`src/rtl/i2cmb_pkg.sv`:
```
// shared types and constants of the i2c master byte engine
`default_nettype none
package i2cmb_pkg;

	// operation codes as they arrive on the input channel
	typedef enum logic [2:0] {
		CMD_NONE      = 3'd0,
		CMD_START     = 3'd1,
		CMD_STOP      = 3'd2,
		CMD_WRITE     = 3'd3,
		CMD_READ_ACK  = 3'd4,
		CMD_READ_NACK = 3'd5
	} cmd_t;

	// bus phases of the engine
	typedef enum logic [3:0] {
		PH_IDLE       = 4'd0,
		PH_START_HIGH = 4'd1,
		PH_START_LOW  = 4'd2,
		PH_STOP_LOW   = 4'd3,
		PH_STOP_HIGH  = 4'd4,
		PH_BIT_LOW    = 4'd5,
		PH_BIT_HIGH   = 4'd6,
		PH_ACK_LOW    = 4'd7,
		PH_ACK_HIGH   = 4'd8
	} phase_t;

	localparam logic [7:0]  MSB_MASK      = 8'h80;
	localparam logic [3:0]  BITS_PER_BYTE = 4'd8;
	localparam logic [15:0] PHASE_TICKS_RESET = 16'd5;

	// one classified tick as it travels from front to back
	typedef struct packed {
		cmd_t       cmd;
		logic [7:0] wbyte;
		logic       sda;
	} item_t;

	function automatic cmd_t to_cmd(input logic [2:0] code);
		cmd_t c;
		case (code)
			CMD_START:     c = CMD_START;
			CMD_STOP:      c = CMD_STOP;
			CMD_WRITE:     c = CMD_WRITE;
			CMD_READ_ACK:  c = CMD_READ_ACK;
			CMD_READ_NACK: c = CMD_READ_NACK;
			default:       c = CMD_NONE;
		endcase
		return c;
	endfunction

endpackage
`default_nettype wire

```
`src/rtl/i2c_master_byte_engine_unit.sv`:
```
// top level of the i2c master byte engine: front end, queue and bus engine
//
// usage:
//   input channel (in_valid / in_stall) carries one bus tick per transfer:
//   operation, write_byte and the sampled sda_in level. every accepted tick
//   produces exactly one result transfer on the output channel
//   (out_valid / out_stall) with scl_level, sda_release, busy_res, done_res,
//   ack_seen and read_byte as they stand after that tick.
//   phase_ticks is written through cfg_wr_en / cfg_wr_data while idle; the
//   user must keep to that, the block itself does not enforce it.
// order: each tick passes the front register, then the queue, then the
//   result register of the engine.
// throughput: one tick per clock while out_stall is low; each tick is one
//   step of the phase sequencer; the 16-bit tick compare ends each phase.
// reset: arst_n low releases the bus (scl and sda high), clears the engine
//   and empties the queue; phase_ticks returns to 5.
// stall: when out_stall holds, the result register keeps its value, the
//   queue fills up and in_stall rises once the front register cannot move.
`default_nettype none
module i2c_master_byte_engine_unit (
	input  wire logic        clk,
	input  wire logic        arst_n,
	// configuration write port
	input  wire logic        cfg_wr_en,
	input  wire logic [15:0] cfg_wr_data,
	// tick input channel
	input  wire logic        in_valid,
	output logic             in_stall,
	input  wire logic [2:0]  operation,
	input  wire logic [7:0]  write_byte,
	input  wire logic        sda_in,
	// result output channel
	output logic             out_valid,
	input  wire logic        out_stall,
	output logic             scl_level,
	output logic             sda_release,
	output logic             busy_res,
	output logic             done_res,
	output logic             ack_seen,
	output logic [7:0]       read_byte
);
	import i2cmb_pkg::*;

	// phase length register
	logic [15:0] phase_ticks_q;

	// front to queue
	item_t  front_item;
	logic   front_valid;
	logic   queue_full;

	// queue to engine
	item_t  head_item;
	logic   head_valid;
	logic   engine_stall;

	always_ff @(posedge clk or negedge arst_n) begin
		if (!arst_n) begin
			phase_ticks_q <= PHASE_TICKS_RESET;
		end else if (cfg_wr_en) begin
			phase_ticks_q <= cfg_wr_data;
		end
	end

	// classify incoming ticks
	i2cmb_front u_front (
		.clk        (clk),
		.arst_n     (arst_n),
		.in_valid   (in_valid),
		.in_stall   (in_stall),
		.operation  (operation),
		.write_byte (write_byte),
		.sda_in     (sda_in),
		.item       (front_item),
		.item_valid (front_valid),
		.item_stall (queue_full)
	);

	// decouples the front end from the result side
	i2cmb_queue u_queue (
		.clk        (clk),
		.arst_n     (arst_n),
		.push_valid (front_valid),
		.push_stall (queue_full),
		.push_item  (front_item),
		.pop_valid  (head_valid),
		.pop_stall  (engine_stall),
		.pop_item   (head_item)
	);

	// bus phase sequencer, one step per transfer
	i2cmb_engine u_engine (
		.clk         (clk),
		.arst_n      (arst_n),
		.phase_ticks (phase_ticks_q),
		.pop_valid   (head_valid),
		.pop_stall   (engine_stall),
		.item        (head_item),
		.out_valid   (out_valid),
		.out_stall   (out_stall),
		.scl_level   (scl_level),
		.sda_release (sda_release),
		.busy_res    (busy_res),
		.done_res    (done_res),
		.ack_seen    (ack_seen),
		.read_byte   (read_byte)
	);

endmodule
`default_nettype wire

```
`src/rtl/i2cmb_front.sv`:
```
// front end: takes ticks from the input channel and classifies the operation code
`default_nettype none
module i2cmb_front (
	input  wire logic             clk,
	input  wire logic             arst_n,
	input  wire logic             in_valid,
	output logic                  in_stall,
	input  wire logic [2:0]       operation,
	input  wire logic [7:0]       write_byte,
	input  wire logic             sda_in,
	output i2cmb_pkg::item_t      item,
	output logic                  item_valid,
	input  wire logic             item_stall
);
	import i2cmb_pkg::*;

	item_t item_s1;
	logic  valid_s1;

	assign in_stall   = valid_s1 & item_stall;
	assign item       = item_s1;
	assign item_valid = valid_s1;

	always_ff @(posedge clk or negedge arst_n) begin
		if (!arst_n) begin
			valid_s1 <= 1'b0;
		end else if (!in_stall) begin
			valid_s1 <= in_valid;
		end
	end

	always_ff @(posedge clk) begin
		if (!in_stall && in_valid) begin
			item_s1.cmd   <= to_cmd(operation);
			item_s1.wbyte <= write_byte;
			item_s1.sda   <= sda_in;
		end
	end

endmodule
`default_nettype wire

```
`src/rtl/i2cmb_queue.sv`:
```
// two-entry queue between the front end and the bus engine
`default_nettype none
module i2cmb_queue (
	input  wire logic             clk,
	input  wire logic             arst_n,
	input  wire logic             push_valid,
	output logic                  push_stall,
	input  i2cmb_pkg::item_t      push_item,
	output logic                  pop_valid,
	input  wire logic             pop_stall,
	output i2cmb_pkg::item_t      pop_item
);
	import i2cmb_pkg::*;

	item_t      mem_q [2];
	logic       wr_ptr_q;
	logic       rd_ptr_q;
	logic [1:0] count_q;
	logic       push;
	logic       pop;

	assign push_stall = (count_q == 2'd2);
	assign pop_valid  = (count_q != 2'd0);
	assign push       = push_valid & ~push_stall;
	assign pop        = pop_valid & ~pop_stall;
	assign pop_item   = mem_q[rd_ptr_q];

	always_ff @(posedge clk or negedge arst_n) begin
		if (!arst_n) begin
			wr_ptr_q <= 1'b0;
			rd_ptr_q <= 1'b0;
			count_q  <= 2'd0;
		end else begin
			if (push) wr_ptr_q <= ~wr_ptr_q;
			if (pop)  rd_ptr_q <= ~rd_ptr_q;
			case ({push, pop})
				2'b10:   count_q <= count_q + 2'd1;
				2'b01:   count_q <= count_q - 2'd1;
				default: count_q <= count_q;
			endcase
		end
	end

	always_ff @(posedge clk) begin
		if (push) mem_q[wr_ptr_q] <= push_item;
	end

endmodule
`default_nettype wire

```
`src/rtl/i2cmb_engine.sv`:
```
// back end: bus phase sequencer whose state registers form the result register
`default_nettype none
module i2cmb_engine (
	input  wire logic             clk,
	input  wire logic             arst_n,
	input  wire logic [15:0]      phase_ticks,
	input  wire logic             pop_valid,
	output logic                  pop_stall,
	input  i2cmb_pkg::item_t      item,
	output logic                  out_valid,
	input  wire logic             out_stall,
	output logic                  scl_level,
	output logic                  sda_release,
	output logic                  busy_res,
	output logic                  done_res,
	output logic                  ack_seen,
	output logic [7:0]            read_byte
);
	import i2cmb_pkg::*;

	phase_t      phase_q, phase_d;
	cmd_t        op_q, op_d;
	logic [3:0]  bit_cnt_q, bit_cnt_d;
	logic [7:0]  shift_q, shift_d;
	logic [15:0] tick_q, tick_d;
	logic        scl_q, scl_d;
	logic        sda_q, sda_d;
	logic        ack_q, ack_d;
	logic        done_q, done_d;
	logic        out_valid_q;
	logic        step;
	logic [15:0] limit;
	logic [15:0] tick_inc;
	logic [3:0]  bit_inc;

	assign pop_stall = out_valid_q & out_stall;
	assign step      = pop_valid & ~pop_stall;
	assign limit     = (phase_ticks == 16'd0) ? 16'd1 : phase_ticks;
	assign tick_inc  = tick_q + 16'd1;
	assign bit_inc   = bit_cnt_q + 4'd1;

	always_comb begin
		phase_d   = phase_q;
		op_d      = op_q;
		bit_cnt_d = bit_cnt_q;
		shift_d   = shift_q;
		tick_d    = tick_q;
		scl_d     = scl_q;
		sda_d     = sda_q;
		ack_d     = ack_q;
		done_d    = 1'b0;
		if (phase_q == PH_IDLE) begin
			if (item.cmd != CMD_NONE) begin
				op_d      = item.cmd;
				bit_cnt_d = 4'd0;
				tick_d    = 16'd0;
				case (item.cmd)
					CMD_START: begin
						phase_d = PH_START_HIGH;
						sda_d   = 1'b1;
						scl_d   = 1'b1;
					end
					CMD_STOP: begin
						phase_d = PH_STOP_LOW;
						scl_d   = 1'b0;
						sda_d   = 1'b0;
					end
					default: begin
						shift_d = (item.cmd == CMD_WRITE) ? item.wbyte : 8'd0;
						phase_d = PH_BIT_LOW;
						scl_d   = 1'b0;
						sda_d   = (item.cmd == CMD_WRITE) ?
							((item.wbyte & MSB_MASK) != 8'd0) : 1'b1;
					end
				endcase
			end
		end else if (tick_inc >= limit) begin
			tick_d = 16'd0;
			case (phase_q)
				PH_START_HIGH: begin
					phase_d = PH_START_LOW;
					sda_d   = 1'b0;
				end
				PH_START_LOW: begin
					scl_d   = 1'b0;
					phase_d = PH_IDLE;
					done_d  = 1'b1;
				end
				PH_STOP_LOW: begin
					phase_d = PH_STOP_HIGH;
					scl_d   = 1'b1;
				end
				PH_STOP_HIGH: begin
					sda_d   = 1'b1;
					phase_d = PH_IDLE;
					done_d  = 1'b1;
				end
				PH_BIT_LOW: begin
					phase_d = PH_BIT_HIGH;
					scl_d   = 1'b1;
				end
				PH_BIT_HIGH: begin
					if (op_q == CMD_WRITE) begin
						shift_d = {shift_q[6:0], 1'b0};
					end else begin
						shift_d = {shift_q[6:0], item.sda};
					end
					bit_cnt_d = bit_inc;
					scl_d     = 1'b0;
					if (bit_inc >= BITS_PER_BYTE) begin
						phase_d = PH_ACK_LOW;
						sda_d   = (op_q != CMD_READ_ACK);
					end else begin
						phase_d = PH_BIT_LOW;
						sda_d   = (op_q == CMD_WRITE) ?
							((shift_d & MSB_MASK) != 8'd0) : 1'b1;
					end
				end
				PH_ACK_LOW: begin
					phase_d = PH_ACK_HIGH;
					scl_d   = 1'b1;
				end
				PH_ACK_HIGH: begin
					if (op_q == CMD_WRITE) ack_d = ~item.sda;
					scl_d   = 1'b0;
					phase_d = PH_IDLE;
					done_d  = 1'b1;
				end
				default: begin
					phase_d = PH_IDLE;
				end
			endcase
		end else begin
			tick_d = tick_inc;
		end
	end

	always_ff @(posedge clk or negedge arst_n) begin
		if (!arst_n) begin
			phase_q     <= PH_IDLE;
			op_q        <= CMD_NONE;
			bit_cnt_q   <= 4'd0;
			shift_q     <= 8'd0;
			tick_q      <= 16'd0;
			scl_q       <= 1'b1;
			sda_q       <= 1'b1;
			ack_q       <= 1'b0;
			done_q      <= 1'b0;
			out_valid_q <= 1'b0;
		end else begin
			if (step) begin
				phase_q   <= phase_d;
				op_q      <= op_d;
				bit_cnt_q <= bit_cnt_d;
				shift_q   <= shift_d;
				tick_q    <= tick_d;
				scl_q     <= scl_d;
				sda_q     <= sda_d;
				ack_q     <= ack_d;
				done_q    <= done_d;
			end
			if (!pop_stall) out_valid_q <= pop_valid;
		end
	end

	assign out_valid   = out_valid_q;
	assign scl_level   = scl_q;
	assign sda_release = sda_q;
	assign busy_res    = (phase_q != PH_IDLE);
	assign done_res    = done_q;
	assign ack_seen    = ack_q;
	assign read_byte   = shift_q;

endmodule
`default_nettype wire
```
`config.mk`:
```
export PLATFORM = sky130hd
export DESIGN_NAME = i2c_master_byte_engine_unit
export DESIGN_NICKNAME = d
export VERILOG_FILES = /design/src/rtl/i2cmb_pkg.sv /design/src/rtl/i2c_master_byte_engine_unit.sv /design/src/rtl/i2cmb_front.sv /design/src/rtl/i2cmb_queue.sv /design/src/rtl/i2cmb_engine.sv
export SDC_FILE = /design/constraint.sdc
export NUM_CORES = 1
export LEC_CHECK = 0
export BUFFER_PORTS_ARGS = -buffer_cell sky130_fd_sc_hd__buf_2
export CAP_MARGIN = 25
export CORE_MARGIN = 3
export CORE_UTILIZATION = 35
export DETAILED_ROUTE_END_ITERATION = 6
export GPL_TIMING_DRIVEN = 0
export PLACE_DENSITY_LB_ADDON = 0.05
export SYNTH_ARGS = -nofsm -noshare
export SYNTH_HDL_FRONTEND = slang
export SYNTH_SLANG_ARGS = --single-unit
```
`constraint.sdc`:
```
create_clock -name clk -period 4.4 [get_ports clk]
set_input_delay 0.66 -clock clk [delete_from_list [all_inputs] [get_ports clk]]
set_output_delay 0.66 -clock clk [all_outputs]
set_load 0.05 [all_outputs]
```
==> flow_summary.json, run 1 <==
{
  "outcome": "finished clean",
  "ant_nets": 0,
  "synthMuxAreaShare_pct": 5.43,
  "cp-end-kind": "register",
  "wl_per_cell_um": 16.1,
  "synth_fa_ha_area_share_pct": 4.91,
  "rsz0062_at_grt": "false",
  "finalSetupTns_ns": 0,
  "async_reset_ff_share_pct": 62.9,
  "drv_cap": 0,
  "cts_buffers": 9,
  "p_leak_nw": 2.44,
  "ir_worst_vdd_v": 0.000278,
  "grt.total_usage_pct": 15.0,
  "synth-seq-cells": 97,
  "cts_root_buf": "clkbuf_16",
  "gp_congestion": 0.757,
  "rows": 42,
  "finalCritPeriodShare_pct": 91.3,
  "synthXorXnorAreaFrac_pct": 4.16,
  "synth-simple-area-share_pct": 13.2,
  "syn_area_um2": 4840,
  "final_cell_mix": "57 x dfrtp_1, 49 x buf_2, 39 x nand2_1, 36 x edfxtp_1, 27 x o21ai_0",
  "synthFlopType": "dfrtp_1",
  "crit_fanout": 8,
  "arrival_ns": 4.25,
  "utilization_pct": 41.9,
  "path_class": "register to register",
  "yosysWarnings": 0,
  "slew_viol_final": 0,
  "yosysUniqueCellTypes": 59,
  "vias": 3455,
  "synth_top_family_by_area": "compound AO/OA/AOI/OAI gates",
  "min_path_type": "primary input to async pin",
  "cts-hold-fix-buffers": 0,
  "critPathLaunch": "u_engine.tick_q[2]",
  "stdcell_area_um2": 5610,
  "antenna_found_initial": 0,
  "grt_pass1_wl_um": 17500,
  "fin_ws_ns": 0.381,
  "worstRegToRegCells": 14,
  "wirelength_um": 10700,
  "clock_sinks": 97,
  "worstMarginPinSlew_ns": 1.05,
  "fin_nets": 537,
  "diodes": 0,
  "drcViolationCount": 0,
  "mostFrequentLayoutCell": "dfrtp_1",
  "synth_compound_area_share_pct": 14.4,
  "initial_core_util_pct": 36.1,
  "tritoncts": "yes",
  "crit_path_end": "u_engine.read_byte[7]",
  "die_area_um2": 15300,
  "crit_required_ns": 4.63,
  "layout-drive-gt1-share_pct": 20.6,
  "grt_pass1_vias": 3399,
  "io_pins": 48,
  "synth_nets": 478,
  "syn_avg_cell_area_um2": 11.4,
  "clock_path_buffers": 2,
  "period_minus_slack_ns": 4.02,
  "place_hpwl_um": 7750,
  "insertion_delay_ns": 0.34,
  "viasPerCell": 5.19,
  "area_growth_pct": 16.0,
  "holdWs_ns": 0.408,
  "fp.dieW_um": 124,
  "n_fill_cell": 1317,
  "core_um2": 13400,
  "synth_edf_count": 36,
  "post-place-ws_ns": 0.349,
  "setup_viol": 0,
  "drt_first_pass_iters": 4,
  "reg2reg_setup_slack_ns": 0.38,
  "final.setup_skew_ns": 0.00573,
  "drt_iter0_drc": 157,
  "clkTransAtPathRegs_ns": 0.07,
  "grt_overflow_total": 0,
  "synth_cells": 426,
  "reg2reg_to": "u_engine.read_byte[7]",
  "r2r_start": "u_engine.tick_q[2]",
  "dpl-instance-area_um2": 5300,
  "grt_max_degree": 62,
  "cts_htree_levels": 3,
  "relSlewSlack_pct": 29.8,
  "cp-start-kind": "register",
  "cellPowerDensity_nw_per_um2": 489,
  "die_h_um": 124,
  "fmax_mhz": 249,
  "port-buffer-count": 47,
  "hold_viol": 0,
  "yosysSeqAreaShare_pct": 54.0
}
## repair_timing
action,4_1_cts,5_1_grt
endpoints found under the hold margin,0,0
setup buffers,0,0
setup endpoints to repair,0,2
resized for setup,0,1
## worst max-delay path: stages, from the launching register on
cell	delay [ns]
dfrtp_1	0.44
and3_1	0.22
and3_1	0.17
clkbuf_1	0.24
and3_1	0.31
and3_1	0.25
xor2_1	0.10
ha_1	0.34
nand4_2	0.15
nor3_2	0.25
or3b_1	0.40
and3_1	0.21
buf_6	0.14
a21oi_4	0.30
mux2_2	0.38
## per-layer routing
layer  GRT usage [%]  part of all wire (%)  vias to the layer above
li1                -                     -                     1683
met1            20.1                    47                     1707
met2            24.5                    48                       50
met3            2.20                   2.7                       15
met4            5.95                   1.9                        0
met5               0                     0                        -
## power breakdown
group | total, mW | leakage [nW] | internal [mW] | switching [mW]
logic | 0.733 | 1.19 | 0.281 | 0.452
registers | 1.20 | 1.11 | 1.12 | 0.0847
clock network | 0.804 | 0.151 | 0.461 | 0.344
total | 2.74 | 2.44 | 1.86 | 0.880
## cell type report
cell class                      count  area [um2]  share of cell area [%]
Sequential cell                    97        2610                    46.6
Multi-Input combinational cell    284        2040                    36.3
Timing Repair Buffer               48         245                    4.37
Clock buffer                       11         243                    4.33
Tap cell                          176         220                    3.93
Buffer                             22         105                    1.87
Inverter                           23        86.3                    1.54
Clock inverter                      5        61.3                    1.09
## Yosys cell counts (2+ instances only)
master     number  area (um2)
dfrtp_1        57        1430
nand2_1        39         146
edfxtp_1       36        1080
o21ai_0        27         135
inv_1          22        82.6
ha_1           19         238
mux2_2         18         203
nor2_1         18        67.6
a21oi_1        15        75.1
a31oi_1        15        93.8
xnor2_1        15         131
clkbuf_1       14        52.6
nand3_1        13        65.1
and3_1         12        75.1
a22o_1          9        78.8
a32o_1          8        80.1
xor2_1          8        70.1
nand3b_1        7        52.6
nor3_1          7        35.0
mux2i_1         6        60.1
nand2b_1        5        31.3
nor4_1          5        31.3
dfstp_2         4         105
buf_2           3        15.0
o41ai_1         3        26.3
a21o_1          2        15.0
a221o_1         2        20.0
and2_1          2        12.5
buf_1           2        7.51
buf_6           2        22.5
nor2b_1         2        12.5
o2bb2ai_1       2        17.5
## worst min-delay path by stage
| stage | start | to | slack, ns | depth (start not counted) |
|---|---|---|---|---|
| 6_report | arst_n | u_engine.done_res | 0.41 | 1 |
| 5_1_grt | u_front.item[2] | u_queue.mem_q[0][2] | 0.47 | 0 |
| 4_1_cts | arst_n | u_engine.out_valid | 0.45 | 1 |
| 3_5_place_dp | u_front.item[2] | u_queue.mem_q[0][2] | 0.43 | 0 |
| 3_3_place_gp | u_front.item[4] | u_queue.mem_q[1][4] | 0.42 | 0 |
| 2_1_floorplan | arst_n | phase_ticks_q[10] | 0.36 | 0 |
## registers in the layout, summed over array words and instances, names as in the netlist, 2 cells and up
name	flops
phase_ticks_q	16
u_engine.op_q	3
u_engine.tick_q	16
u_engine.read_byte	8
u_queue.mem_q	24
u_engine.phase_q	4
u_queue.count_q	2
u_front.item	12
u_engine.bit_cnt_q	4
## stage by stage
stage	instances	power, mW
floorplan	426	1.74
global placement	649	1.95
detailed placement	650	1.96
CTS	666	2.79
global route	666	2.92
finish	666	2.74
## cell families after synthesis
kind of cell             after synthesis
flip-flops                            97
AO/OA/AOI/OAI                         98
adder cells (fa/ha/maj)               19
AND/OR/NAND/NOR                      120
buffers and inverters                 45
multiplexers                          24
XOR/XNOR                              23
Power figures use the tool's default switching activity.
==> run 2: changes to the inputs <==
--- a/config.mk
+++ b/config.mk
@@ -9,6 +9,7 @@
 export CAP_MARGIN = 25
 export CORE_MARGIN = 3
 export CORE_UTILIZATION = 35
+export CTS_BUF_LIST = sky130_fd_sc_hd__clkbuf_2 sky130_fd_sc_hd__clkbuf_4 sky130_fd_sc_hd__clkbuf_8
 export DETAILED_ROUTE_END_ITERATION = 6
 export GPL_TIMING_DRIVEN = 0
 export PLACE_DENSITY_LB_ADDON = 0.05
==> flow_summary.json, run 2 (synthesized netlist as in run 1, its figures left out) <==
{
  "outcome": "finished clean",
  "drv_cap": 0,
  "rows": 42,
  "fin_nets": 537,
  "drcViolationCount": 0,
  "worstPathCellList": "and3_1 > and3_1 > clkbuf_1 > and3_1 > and3_1 > xor2_1 > ha_1 > nand4_2 > nor3_2 > or3b_1 > and3_1 > buf_6 > a21oi_4 > mux2_2",
  "layout-drive-gt1-share_pct": 20.8,
  "mostFrequentLayoutCell": "dfrtp_1",
  "final.setup_skew_ns": 0.00913,
  "clock_path_buffers": 2,
  "p_leak_nw": 2.40,
  "cts_buffers": 9,
  "insertion_delay_ns": 0.37,
  "grt_overflow_total": 0,
  "postCtsSetupBuffers": 0,
  "p_switching_mw": 0.860,
  "cts_htree_levels": 3,
  "worstRegToRegCells": 14,
  "crit_fanout": 8,
  "grt.total_usage_pct": 15.0,
  "grt_pass1_vias": 3390,
  "seqCellArea_um2": 2610,
  "clkTransAtPathRegs_ns": 0.09,
  "port-buffer-count": 47,
  "tritoncts": "yes",
  "antenna_found_initial": 0,
  "dpl-instance-area_um2": 5300,
  "cp-start-kind": "register",
  "n_fill_cell": 1324,
  "vias": 3455,
  "multi_input_area_um2": 2040,
  "viasPerCell": 5.19,
  "grt_pass1_wl_um": 17500,
  "min_path_type": "primary input to async pin",
  "power_frac_seq_pct": 47.2,
  "grt_max_degree": 62,
  "final_cell_mix": "57 x dfrtp_1, 49 x buf_2, 39 x nand2_1, 36 x edfxtp_1, 27 x o21ai_0",
  "core_um2": 13400,
  "cts-hold-fix-buffers": 0,
  "initial_core_util_pct": 36.1,
  "slew_viol_final": 0,
  "path_class": "register to register",
  "finalCritPeriodShare_pct": 91.3,
  "fmax_mhz": 249,
  "cellPowerDensity_nw_per_um2": 462,
  "drt_iter0_drc": 155,
  "stdcell_area_um2": 5510,
  "ant_nets": 0,
  "ir_worst_vdd_v": 0.000261,
  "power_frac_clock_pct": 24.0,
  "fp.dieW_um": 124,
  "p_comb_share_pct": 28.8,
  "drt_first_pass_iters": 4,
  "cp_slowest_cell": "dfrtp_1",
  "top_regs": "u_queue.mem_q: 24 flops, phase_ticks_q: 16 flops, u_engine.tick_q: 16 flops",
  "worstMarginPinSlew_ns": 1.03,
  "cts_root_buf": "clkbuf_8",
  "place_hpwl_um": 7750,
  "largest-register": "u_queue.mem_q",
  "die_area_um2": 15300,
  "crit_required_ns": 4.66,
  "io_pins": 48,
  "clock_sinks": 97,
  "rsz0062_at_grt": "false",
  "period_minus_slack_ns": 4.02,
  "die_h_um": 124,
  "arrival_ns": 4.28,
  "slowest_delay_ns": 0.45,
  "relSlewSlack_pct": 31.0,
  "p_int_mw": 1.69,
  "setup_viol": 0,
  "finalSetupTns_ns": 0,
  "wirelength_um": 10700,
  "gp_congestion": 0.757,
  "wl_per_cell_um": 16.1,
  "switching_share_pct": 33.8,
  "area_growth_pct": 14.0,
  "cp_common_cell": "and3_1",
  "largest_reg_flops": 24,
  "cp-end-kind": "register",
  "diodes": 0,
  "hold_viol": 0,
  "post_cts_resize_count": 0
}
run 2: cell counts in the layout (fill, tap and decap cells not counted):
No cell type changed its count.
run 2: path summary, 6_finish.rpt:
path,startpoint,to,slack [ns]
max in group asynchronous,arst_n,phase_ticks_q[14],3.50
max,u_engine.tick_q[2],u_engine.read_byte[7],0.38
max reg2reg,u_engine.tick_q[2],u_engine.read_byte[7],0.38
min in group clk,u_front.item[2],u_queue.mem_q[0][2],0.45
min,arst_n,u_engine.done_res,0.37
min reg2reg,u_front.item[2],u_queue.mem_q[0][2],0.45
run 2: cell type report:
class	instances	share of cell area, %
well taps	176	3.99
repair buffers	48	4.45
clock buffers	11	2.63
inverters	23	1.57
plain buffers	22	1.91
clock inverters	5	1.11
flip-flops and latches	97	47.4
multi-input cells	284	36.9
run 2: critical path, delay by kind of cell (launching register included):
family | cells | cell delay, ns
buffers and inverters | 2 | 0.38
adders and majority gates | 1 | 0.34
AOI/OAI and AO/OA | 1 | 0.30
muxes | 1 | 0.38
DFF | 1 | 0.45
and+or+nand+nor | 8 | 1.96
xor gates and xnor gates | 1 | 0.10
run 2: metrics by stage:
step | setup WS (ns) | utilization (%) | total power, mW | hold slack (ns) | instances
after floorplan | 0.939 | - | 1.74 | 0.364 | 426
after global placement | 0.357 | 39.5 | 1.95 | 0.422 | 649
after detailed placement | 0.349 | 39.6 | 1.96 | 0.431 | 650
after CTS | 0.313 | 41.1 | 2.59 | 0.410 | 666
after global routing | 0.00546 | 41.1 | 2.72 | 0.428 | 666
final | 0.383 | 41.1 | 2.55 | 0.373 | 666
run 2: routing by layer:
layer / vias up / share of wire (%) / GRT usage, %
met5: - / 0 / 0
met2: 49 / 48 / 24.4
met4: 0 / 1.8 / 5.74
met3: 14 / 2.4 / 2.33
li1: 1681 / - / -
met1: 1711 / 47 / 20.3
run 2: power by group through the flow:
stage	sequential [mW]	clock (mW)	combinational, mW
floorplan	1.21	0	0.532
global placement	1.22	0	0.727
detailed placement	1.22	0	0.741
CTS	1.20	0.637	0.747
global route	1.22	0.667	0.831
finish	1.20	0.612	0.733
==> run 3: changes to the inputs <==
--- a/config.mk
+++ b/config.mk
@@ -12,6 +12,7 @@
 export CTS_BUF_LIST = sky130_fd_sc_hd__clkbuf_2 sky130_fd_sc_hd__clkbuf_4 sky130_fd_sc_hd__clkbuf_8
 export DETAILED_ROUTE_END_ITERATION = 6
 export GPL_TIMING_DRIVEN = 0
+export MAX_ROUTING_LAYER = met4
 export PLACE_DENSITY_LB_ADDON = 0.05
 export SYNTH_ARGS = -nofsm -noshare
 export SYNTH_HDL_FRONTEND = slang
==> flow_summary.json, run 3 (synthesized netlist as in run 1, its figures left out) <==
{
  "slowest_delay_ns": 0.45,
  "ir_worst_vdd_v": 0.000261,
  "largest-register": "u_queue.mem_q",
  "tritoncts": "yes",
  "min_path_type": "primary input to async pin",
  "grt.total_usage_pct": 15.4,
  "wirelength_um": 10700,
  "insertion_delay_ns": 0.37,
  "rows": 42,
  "critPathBufInv": 2,
  "post_cts_resize_count": 0,
  "antenna_found_initial": 0,
  "slew_viol_final": 0,
  "place_hpwl_um": 7750,
  "cp_slowest_cell": "dfrtp_1",
  "ant_nets": 0,
  "top_regs": "u_queue.mem_q: 24 flops, phase_ticks_q: 16 flops, u_engine.tick_q: 16 flops",
  "holdWs_ns": 0.381,
  "final_cell_mix": "57 x dfrtp_1, 49 x buf_2, 39 x nand2_1, 36 x edfxtp_1, 27 x o21ai_0",
  "postCtsSetupBuffers": 0,
  "vias": 3465,
  "p_leak_nw": 2.40,
  "cts_htree_levels": 3,
  "arrival_ns": 4.27,
  "wl_met2_um": 5220,
  "mostFrequentLayoutCell": "dfrtp_1",
  "cellPowerDensity_nw_per_um2": 463,
  "finalSetupTns_ns": 0,
  "period_minus_slack_ns": 4.02,
  "cp-end-kind": "register",
  "fp.dieW_um": 124,
  "relSlewSlack_pct": 30.2,
  "worstMarginPinSlew_ns": 1.04,
  "worstRegToRegCells": 14,
  "area_growth_pct": 14.0,
  "critPathLaunch": "u_engine.tick_q[2]",
  "fmax_mhz": 249,
  "drcViolationCount": 0,
  "outcome": "finished clean",
  "io_pins": 48,
  "setup_viol": 0,
  "wl_per_cell_um": 16.1,
  "drt_first_pass_iters": 4,
  "final.setup_skew_ns": 0.0118,
  "die_h_um": 124,
  "cts_root_buf": "clkbuf_8",
  "crit_fanout": 8,
  "layout-drive-gt1-share_pct": 20.8,
  "grt_max_degree": 62,
  "drt_iter0_drc": 177,
  "finalCritPeriodShare_pct": 91.3,
  "clkTransAtPathRegs_ns": 0.09,
  "worstPathCellList": "and3_1 > and3_1 > clkbuf_1 > and3_1 > and3_1 > xor2_1 > ha_1 > nand4_2 > nor3_2 > or3b_1 > and3_1 > buf_6 > a21oi_4 > mux2_2",
  "hold_viol": 0,
  "core_um2": 13400,
  "viasPerCell": 5.20,
  "port-buffer-count": 47,
  "fin_nets": 537,
  "path_class": "register to register",
  "drv_cap": 0,
  "diodes": 0,
  "routed.top_layer": "met4",
  "n_fill_cell": 1324,
  "drt-met1-wl_um": 5040,
  "grt_overflow_total": 0,
  "reg2reg_to": "u_engine.read_byte[7]",
  "initial_core_util_pct": 36.1,
  "dr_wl_met3_um": 296,
  "reg2reg_setup_slack_ns": 0.38,
  "largest_reg_flops": 24,
  "cp-start-kind": "register",
  "cpLargestDelayFamily": "simple AND/OR/NAND/NOR gates",
  "path_depth": 14,
  "r2r_start": "u_engine.tick_q[2]",
  "crit_path_end": "u_engine.read_byte[7]",
  "cp_common_cell": "and3_1",
  "cts-hold-fix-buffers": 0,
  "grt_pass1_wl_um": 17500,
  "clock_sinks": 97,
  "die_area_um2": 15300,
  "crit_required_ns": 4.66,
  "rsz0062_at_grt": "false",
  "cts_buffers": 9,
  "gp_congestion": 0.767,
  "grt_pass1_vias": 3395,
  "clock_path_buffers": 2
}
run 3: cell counts in the layout (fill, tap and decap cells not counted):
No cell type changed its count.
run 3: power breakdown:
part / switching, mW / leakage [nW] / internal [mW] / total [mW]
logic: 0.452 / 1.19 / 0.281 / 0.733
clock network: 0.324 / 0.108 / 0.289 / 0.614
registers: 0.0853 / 1.11 / 1.12 / 1.20
run 3: per-stage QoR:
stage,setup slack (ns),cell area [um2],util [%],std cells,power [mW]
3_3_place_gp,0.357,5290,39.5,649,1.95
5_1_grt,0.00546,5510,41.1,666,2.72
6_report,0.384,5510,41.1,666,2.55
4_1_cts,0.313,5510,41.1,666,2.59
3_5_place_dp,0.349,5300,39.6,650,1.96
2_1_floorplan,0.939,4840,-,426,1.74
run 3: worst min-delay path by stage:
stage	startpoint	to	slack, ns	cells after the start
floorplan	arst_n	phase_ticks_q[10]	0.36	0
global placement	u_front.item[4]	u_queue.mem_q[1][4]	0.42	0
detailed placement	u_front.item[2]	u_queue.mem_q[0][2]	0.43	0
CTS	arst_n	u_engine.out_valid	0.41	1
global route	arst_n	u_engine.read_byte[5]	0.43	1
finish	arst_n	u_engine.done_res	0.38	1
run 3: final cells by class:
class | instances | area (um2) | share of cell area (%)
flip-flops and latches | 97 | 2610 | 47.4
inverters | 23 | 86.3 | 1.57
repair buffers | 48 | 245 | 4.45
multi-input cells | 284 | 2040 | 36.9
well taps | 176 | 220 | 3.99
clock inverters | 5 | 61.3 | 1.11
plain buffers | 22 | 105 | 1.91
clock buffers | 11 | 145 | 2.63
run 3: worst register-to-register path, cell delays in order (launching register included):
cell      delay (ns)
dfrtp_1         0.45
and3_1          0.23
and3_1          0.17
clkbuf_1        0.24
and3_1          0.30
and3_1          0.25
xor2_1          0.10
ha_1            0.34
nand4_2         0.15
nor3_2          0.25
or3b_1          0.40
and3_1          0.21
buf_6           0.14
a21oi_4         0.30
mux2_2          0.38
run 3: metal layers:
layer  vias up  global-route usage [%]
li1       1683                       -
met1      1708                    20.2
met2        59                    24.4
met3        15                    2.33
met4         0                    5.74
met5         -                       -
